===== src/rtl/stkr_pkg.sv =====
package stkr_pkg;

	// fixed field widths
	localparam int unsigned COUNT_W   = 16;
	localparam int unsigned BIT_IDX_W = 5;
	localparam int unsigned CODE_W    = 5;
	localparam int unsigned CFG_IDX_W = 2;

	// configuration register indexes
	localparam logic [CFG_IDX_W-1:0] CFG_START_WAIT  = 2'd0;
	localparam logic [CFG_IDX_W-1:0] CFG_HALF_PERIOD = 2'd1;

	// register reset values
	localparam logic [COUNT_W-1:0] START_WAIT_RST  = 16'd10;
	localparam logic [COUNT_W-1:0] HALF_PERIOD_RST = 16'd2;

endpackage


===== src/rtl/stkr_key_decode.sv =====
module stkr_key_decode import stkr_pkg::*; #(
	parameter int unsigned FRAME_BITS = 16
) (
	input  logic [FRAME_BITS-1:0] frame,
	output logic                  drop,
	output logic [CODE_W-1:0]     code
);

	// frame with only its top bit set is discarded
	assign drop = (frame == (FRAME_BITS'(1) << (FRAME_BITS - 1)));

	// one-hot frame maps to bit position plus one, anything else to zero
	always_comb begin
		code = '0;
		for (int i = 0; i < FRAME_BITS; i++) begin
			if (frame == (FRAME_BITS'(1) << i)) begin
				code = CODE_W'(i + 1);
			end
		end
	end

endmodule


===== src/rtl/serial_touch_key_reader_unit.sv =====
// a tick beat accepted into the input register loads the result register once that
// register is free or being drained, so a stall can hold it in between
// (one input register stage, one result register stage)
// throughput: one tick beat per cycle, sustained, with out_ready held high
// reset: arst_n low clears the reader to idle, the registers to 10 and 2 wait/half
// ticks, and drops any beat in flight
module serial_touch_key_reader_unit import stkr_pkg::*; #(
	parameter int unsigned FRAME_BITS = 16
) (
	input  logic                 clk,
	input  logic                 arst_n,
	// tick channel
	input  logic                 in_valid,
	output logic                 in_ready,
	input  logic                 data_level,
	// result channel
	output logic                 out_valid,
	input  logic                 out_ready,
	output logic                 clock_level,
	output logic                 key_valid,
	output logic [CODE_W-1:0]    key_code,
	// register write channel
	input  logic                 cfg_valid,
	output logic                 cfg_ready,
	input  logic [CFG_IDX_W-1:0] cfg_index,
	input  logic [COUNT_W-1:0]   cfg_data
);

	localparam int unsigned IDX_W = $clog2(FRAME_BITS);
	localparam logic [BIT_IDX_W-1:0] FRAME_BITS_N = BIT_IDX_W'(FRAME_BITS);

	// reader phases
	typedef enum logic [1:0] {
		PH_IDLE,
		PH_WAIT,
		PH_HIGH,
		PH_LOW
	} phase_t;

	// configuration registers
	logic [COUNT_W-1:0] start_wait_q;
	logic [COUNT_W-1:0] half_period_q;

	// input stage
	logic valid_s1;
	logic data_s1;

	// reader state
	phase_t                phase_q;
	logic [COUNT_W-1:0]    tick_q;
	logic [BIT_IDX_W-1:0]  bit_idx_q;
	logic [FRAME_BITS-1:0] frame_q;
	logic                  last_data_q;

	// result register
	logic              out_valid_q;
	logic              clock_level_q;
	logic              key_valid_q;
	logic [CODE_W-1:0] key_code_q;

	// next-state logic
	phase_t                phase_n;
	logic [COUNT_W-1:0]    tick_n;
	logic [COUNT_W-1:0]    tick_inc;
	logic [BIT_IDX_W-1:0]  bit_idx_n;
	logic [BIT_IDX_W-1:0]  bit_inc;
	logic [FRAME_BITS-1:0] frame_n;
	logic [COUNT_W-1:0]    half;
	logic                  clock_n;
	logic                  key_valid_n;
	logic                  drop;
	logic [CODE_W-1:0]     code;
	logic                  advance;

	// handshake: the input stage moves on whenever the result register is free
	// or being drained this cycle, so a full pipe still takes a beat a cycle while out_ready is high
	assign advance   = valid_s1 && (!out_valid_q || out_ready);
	assign in_ready  = !valid_s1 || advance;
	assign cfg_ready = 1'b1;

	assign out_valid   = out_valid_q;
	assign clock_level = clock_level_q;
	assign key_valid   = key_valid_q;
	assign key_code    = key_code_q;

	// register writes, unknown indexes are ignored
	always_ff @(posedge clk or negedge arst_n) begin
		if (!arst_n) begin
			start_wait_q  <= START_WAIT_RST;
			half_period_q <= HALF_PERIOD_RST;
		end else if (cfg_valid && cfg_ready) begin
			if (cfg_index == CFG_START_WAIT) begin
				start_wait_q <= cfg_data;
			end else if (cfg_index == CFG_HALF_PERIOD) begin
				half_period_q <= cfg_data;
			end
		end
	end

	// input register
	always_ff @(posedge clk or negedge arst_n) begin
		if (!arst_n) begin
			valid_s1 <= 1'b0;
			data_s1  <= 1'b0;
		end else if (in_ready) begin
			valid_s1 <= in_valid;
			data_s1  <= data_level;
		end
	end

	// decode of the frame as it stands when the last low half ends
	stkr_key_decode #(
		.FRAME_BITS(FRAME_BITS)
	) u_decode (
		.frame(frame_q),
		.drop (drop),
		.code (code)
	);

	// a zero half period behaves as one tick
	assign half     = (half_period_q == '0) ? COUNT_W'(1) : half_period_q;
	assign tick_inc = tick_q + COUNT_W'(1);
	assign bit_inc  = bit_idx_q + BIT_IDX_W'(1);

	// one tick of the reader; a wait or low half that ends this tick falls
	// through into the high half on the same tick
	always_comb begin
		phase_n     = phase_q;
		tick_n      = tick_q;
		bit_idx_n   = bit_idx_q;
		frame_n     = frame_q;
		clock_n     = 1'b0;
		key_valid_n = 1'b0;
		unique case (phase_q)
			PH_IDLE: begin
				// falling edge of the data line opens a frame
				if (last_data_q && !data_s1) begin
					phase_n   = PH_WAIT;
					tick_n    = '0;
					bit_idx_n = '0;
					frame_n   = '0;
				end
			end
			PH_WAIT: begin
				if (tick_q >= start_wait_q) begin
					phase_n = PH_HIGH;
					tick_n  = '0;
				end else begin
					tick_n = tick_inc;
				end
			end
			PH_LOW: begin
				if (tick_inc >= half) begin
					tick_n = '0;
					if (bit_inc >= FRAME_BITS_N) begin
						// end of frame
						phase_n     = PH_IDLE;
						bit_idx_n   = '0;
						key_valid_n = !drop;
					end else begin
						phase_n   = PH_HIGH;
						bit_idx_n = bit_inc;
					end
				end else begin
					tick_n = tick_inc;
				end
			end
			PH_HIGH: begin
				// handled below together with the fall-through cases
			end
			default: begin
			end
		endcase
		if (phase_n == PH_HIGH) begin
			clock_n = 1'b1;
			tick_n  = tick_n + COUNT_W'(1);
			if (tick_n >= half) begin
				// sample on the last high tick
				if (data_s1 && (bit_idx_n < FRAME_BITS_N)) begin
					frame_n[bit_idx_n[IDX_W-1:0]] = 1'b1;
				end
				phase_n = PH_LOW;
				tick_n  = '0;
			end
		end
	end

	// reader state and result register
	always_ff @(posedge clk or negedge arst_n) begin
		if (!arst_n) begin
			phase_q       <= PH_IDLE;
			tick_q        <= '0;
			bit_idx_q     <= '0;
			frame_q       <= '0;
			last_data_q   <= 1'b0;
			out_valid_q   <= 1'b0;
			clock_level_q <= 1'b0;
			key_valid_q   <= 1'b0;
			key_code_q    <= '0;
		end else begin
			if (advance) begin
				phase_q       <= phase_n;
				tick_q        <= tick_n;
				bit_idx_q     <= bit_idx_n;
				frame_q       <= frame_n;
				last_data_q   <= data_s1;
				out_valid_q   <= 1'b1;
				clock_level_q <= clock_n;
				key_valid_q   <= key_valid_n;
				key_code_q    <= key_valid_n ? code : '0;
			end else if (out_ready) begin
				out_valid_q <= 1'b0;
			end
		end
	end

	// a key is only reported on a tick with the clock line low
	a_key_clock_low: assert property (@(posedge clk) disable iff (!arst_n)
		(out_valid_q && key_valid_q) |-> !clock_level_q)
		else $error("key reported with clock high");

	// no code without a valid key
	a_code_zero: assert property (@(posedge clk) disable iff (!arst_n)
		!key_valid_q |-> (key_code_q == '0))
		else $error("key code set without key valid");

	// code never beyond the frame length
	a_code_range: assert property (@(posedge clk) disable iff (!arst_n)
		key_code_q <= CODE_W'(FRAME_BITS))
		else $error("key code out of range");

	// bit position always inside the frame, and cleared while idle
	a_bit_range: assert property (@(posedge clk) disable iff (!arst_n)
		bit_idx_q < FRAME_BITS_N)
		else $error("bit index out of range");

	a_idle_bit: assert property (@(posedge clk) disable iff (!arst_n)
		(phase_q == PH_IDLE) |-> (bit_idx_q == '0))
		else $error("bit index not cleared in idle");

endmodule


===== config.mk =====
export PLATFORM = sky130hd
export DESIGN_NAME = serial_touch_key_reader_unit
export DESIGN_NICKNAME = d
export VERILOG_FILES = /design/src/rtl/stkr_pkg.sv /design/src/rtl/stkr_key_decode.sv /design/src/rtl/serial_touch_key_reader_unit.sv
export SDC_FILE = /design/constraint.sdc
export NUM_CORES = 1
export LEC_CHECK = 0
export BUFFER_PORTS_ARGS = -buffer_cell sky130_fd_sc_hd__buf_2
export CAP_MARGIN = 20
export CORE_MARGIN = 1
export CORE_UTILIZATION = 63
export CTS_CLUSTER_DIAMETER = 60
export DETAILED_ROUTE_END_ITERATION = 6
export PLACE_DENSITY_LB_ADDON = 0.12
export SLEW_MARGIN = 20
export SYNTH_ARGS = -nofsm -noshare
export SYNTH_HDL_FRONTEND = slang
export SYNTH_SLANG_ARGS = --single-unit

===== constraint.sdc =====
create_clock -name clk -period 8 [get_ports clk]
set_clock_uncertainty 0.1 [all_clocks]
set_input_delay 1.2 -clock clk [delete_from_list [all_inputs] [get_ports clk]]
set_output_delay 1.2 -clock clk [all_outputs]
set_load 0.01 [all_outputs]

==> flow_summary.toml <==
[detailed_routing]
drt_iter0_markers = 401
drt-pass1-iter-count = 5
drc = 0
wire_per_inst_um = 18.49
via_count = 5815
viasPerCell = 6.369
antenna_left = 0
routed_wl_mm = 16.88

[layout]
area_growth_pct = 5.665
stdcell_count = 913
final_common_cell = "nand2_1"
final_cell_mix = "nand2_1, o21ai_0, dfrtp_1"
nets = 854
fin_util = 0.6971
final_layout_size_suffix_gt1_frac = 0.1359
n_antenna_cell = 0

[setup_path]
arrival_ns = 7.64
endpoint_kind = "flip-flop"
crit_fanout = 19
critPathKind = "flip-flop to flip-flop"
cp-start-kind = "flip-flop"
worstPathRequired_ns = 8.16

[logic_synthesis]
yosysWarningCount = 0
ys_async_sr_fraction = 1.000
netlist_instances = 763
synth_flop_cell = "dfrtp_1"
yosysSeqAreaShare = 0.3144
ys_types = 85
ys_seq_elements = 82
syn_avg_cell_area_sq_um = 8.568
synthesis.area_sq_um = 6538
syn-num-nets = 842
synth-edff-count = 0

[timing]
slew_headroom = 0.3157
slew_violations = 0
hold_viol_final = 0
setup_viol = 0
finalSetupTns_ns = 0
max_slew.worst_pin.slew_ns = 1.001
min_period_ns = 7.482
finalCritPeriodShare = 0.9352
fmax_mhz = 133.7
whs_ns = 0.3794

[placed_design]
port-buffer-count = 32
routabilityCongestion = 0.9750
dp.cells = 896
dpl.hpwl_mm = 12.70

[floorplan]
start_util = 0.6597
die_y_um = 103.9
dieArea_sq_um = 10790
rows = 36
dieWidth_um = 103.9
design.core.area_sq_um = 9910
boundaryPins = 34

[clock_network]
postCtsSetupRepairBufs = 0
clk_latency_ns = 0.37
cts_tree = "built"
numCtsBuffers = 9
clockRootBuffer = "clkbuf_8"
clk_pin_slew_ns = 0.09
cts.sinks = 82
clock_path_buffers = 2
cts.htree.levels = 3

[grt]
grt_max_degree = 83
grt_antenna_before_repair = 0
grt_pass1_vias = 5556
gr-total-overflow = 0
grt_pass1_wl_mm = 28.16
track_usage = 0.3294

[outcome]
status = "completed"

[power_and_ir_drop]
powerDensity_nw_per_um2 = 328.1
p_leak_nw = 3.029
max-vdd-ir-drop_uv = 202.1

[run]
maxCapViolCount = 0

[min_path]
hold_class = "flip-flop to flip-flop"
## routing by layer
layer  track usage  up-vias  routed length, um
met5             0        -                  0
met4        0.1071        0                352
met3       0.05263       33               1197
met2        0.5110      220               7634
met1        0.4707     2786               7700
li1              -     2776                  -
## power by group
part           total, W  switching, W  internal [W]
clock          0.000314      0.000161      0.000153
combinational   0.00135      0.000835      0.000514
sequential     0.000603      0.000113      0.000490
## synthesized netlist by cell type, drive strengths merged (6+ instances only)
cell / n / area share
and3: 6 / 0.0057
o21ai: 78 / 0.060
a21o: 11 / 0.013
or3: 9 / 0.010
nand3: 25 / 0.019
a21oi: 31 / 0.024
inv: 46 / 0.026
a31oi: 13 / 0.012
clkbuf: 21 / 0.017
nand2: 97 / 0.056
mux2: 20 / 0.034
nor4: 12 / 0.012
buf: 15 / 0.018
nand2b: 16 / 0.018
dfrtp: 79 / 0.30
or4: 8 / 0.010
nand4: 11 / 0.011
nand3b: 7 / 0.0080
xor2: 14 / 0.019
a22oi: 7 / 0.0088
ha: 55 / 0.11
nor2: 44 / 0.025
xnor2: 22 / 0.029
or2: 7 / 0.0067
nor3: 23 / 0.018
## critical path, cell delays in order (launching register included)
cell	delay [ns]
dfrtp_1	0.58
ha_1	0.35
inv_1	0.12
nor3_2	0.39
nand3_1	0.16
xnor2_1	0.22
ha_1	0.28
nand4_1	0.15
a31oi_1	0.10
o21ba_2	0.27
or3b_4	0.43
nand2_1	0.23
nor2_1	0.07
a21oi_1	0.27
ha_1	0.31
nand2_1	0.13
a31o_1	0.23
a2111oi_0	0.35
or4b_1	0.53
xor2_1	0.17
ha_1	0.32
a21o_1	0.16
a21oi_1	0.12
o21ai_0	0.11
or2_2	0.46
or3_1	0.35
mux2_1	0.30
o311ai_1	0.09
## sequential cells by signal, indices dropped and copies added, names as in the netlist, 2 cells and up
register,flops
bit_idx_q,5
frame_q,16
half_period_q,16
key_code,5
phase_q,2
start_wait_q,16
tick_q,16
## layout make-up
type | instances | area (sq um)
Multi-Input combinational cell | 597 | 4088
Fill cell | 838 | 3002
Clock inverter | 4 | 51.30
Tap cell | 133 | 166.4
Clock buffer | 12 | 145.1
Sequential cell | 82 | 2058
Inverter | 46 | 172.7
Timing Repair Buffer | 39 | 226.5
## timing repair
| item | in CTS | in global routing |
|---|---|---|
| resized for setup | 0 | 4 |
| endpoints found under the setup margin | 0 | 13 |
| hold endpoints to repair | 0 | 0 |
| hold buffers | 0 | 0 |
## final timing paths
kind	start	to	slack (ns)	depth (start not counted)
setup / recovery	tick_q[0]$_DFFE_PN0P_	tick_q[14]$_DFFE_PN0P_	0.52	27
hold / removal	key_valid$_DFFE_PN0P_	key_valid$_DFFE_PN0P_	0.38	2
setup reg to reg	tick_q[0]$_DFFE_PN0P_	tick_q[14]$_DFFE_PN0P_	0.52	27
hold reg to reg	key_valid$_DFFE_PN0P_	key_valid$_DFFE_PN0P_	0.38	2
max in group asynchronous	arst_n	tick_q[3]$_DFFE_PN0P_	6.51	1
min in group asynchronous	arst_n	half_period_q[0]$_DFFE_PN0P_	0.75	1
## cell families (layout without fill, tap and decap cells)
logic type	Yosys count	count (layout)	share of synthesized area
DFF	82	82	0.3145
adders and majority gates	55	55	0.1053
and+or+nand+nor	286	286	0.2270
other	1	1	0.0005736
buffers and inverters	84	101	0.06392
muxes	22	22	0.03751
AOI/OAI and AO/OA	197	197	0.2031
xor gates and xnor gates	36	36	0.04823
## through the flow
step                instance area [sq um]  worst slack, ns  total power [W]
floorplan                            6538            1.201         0.001608
global placement                     6671           0.5950         0.001876
detailed placement                   6675           0.3639         0.001917
CTS                                  6872           0.3119         0.002231
global route                         6908         -0.02899         0.002446
finish                               6908           0.5184         0.002267
Power figures use the tool's default switching activity.
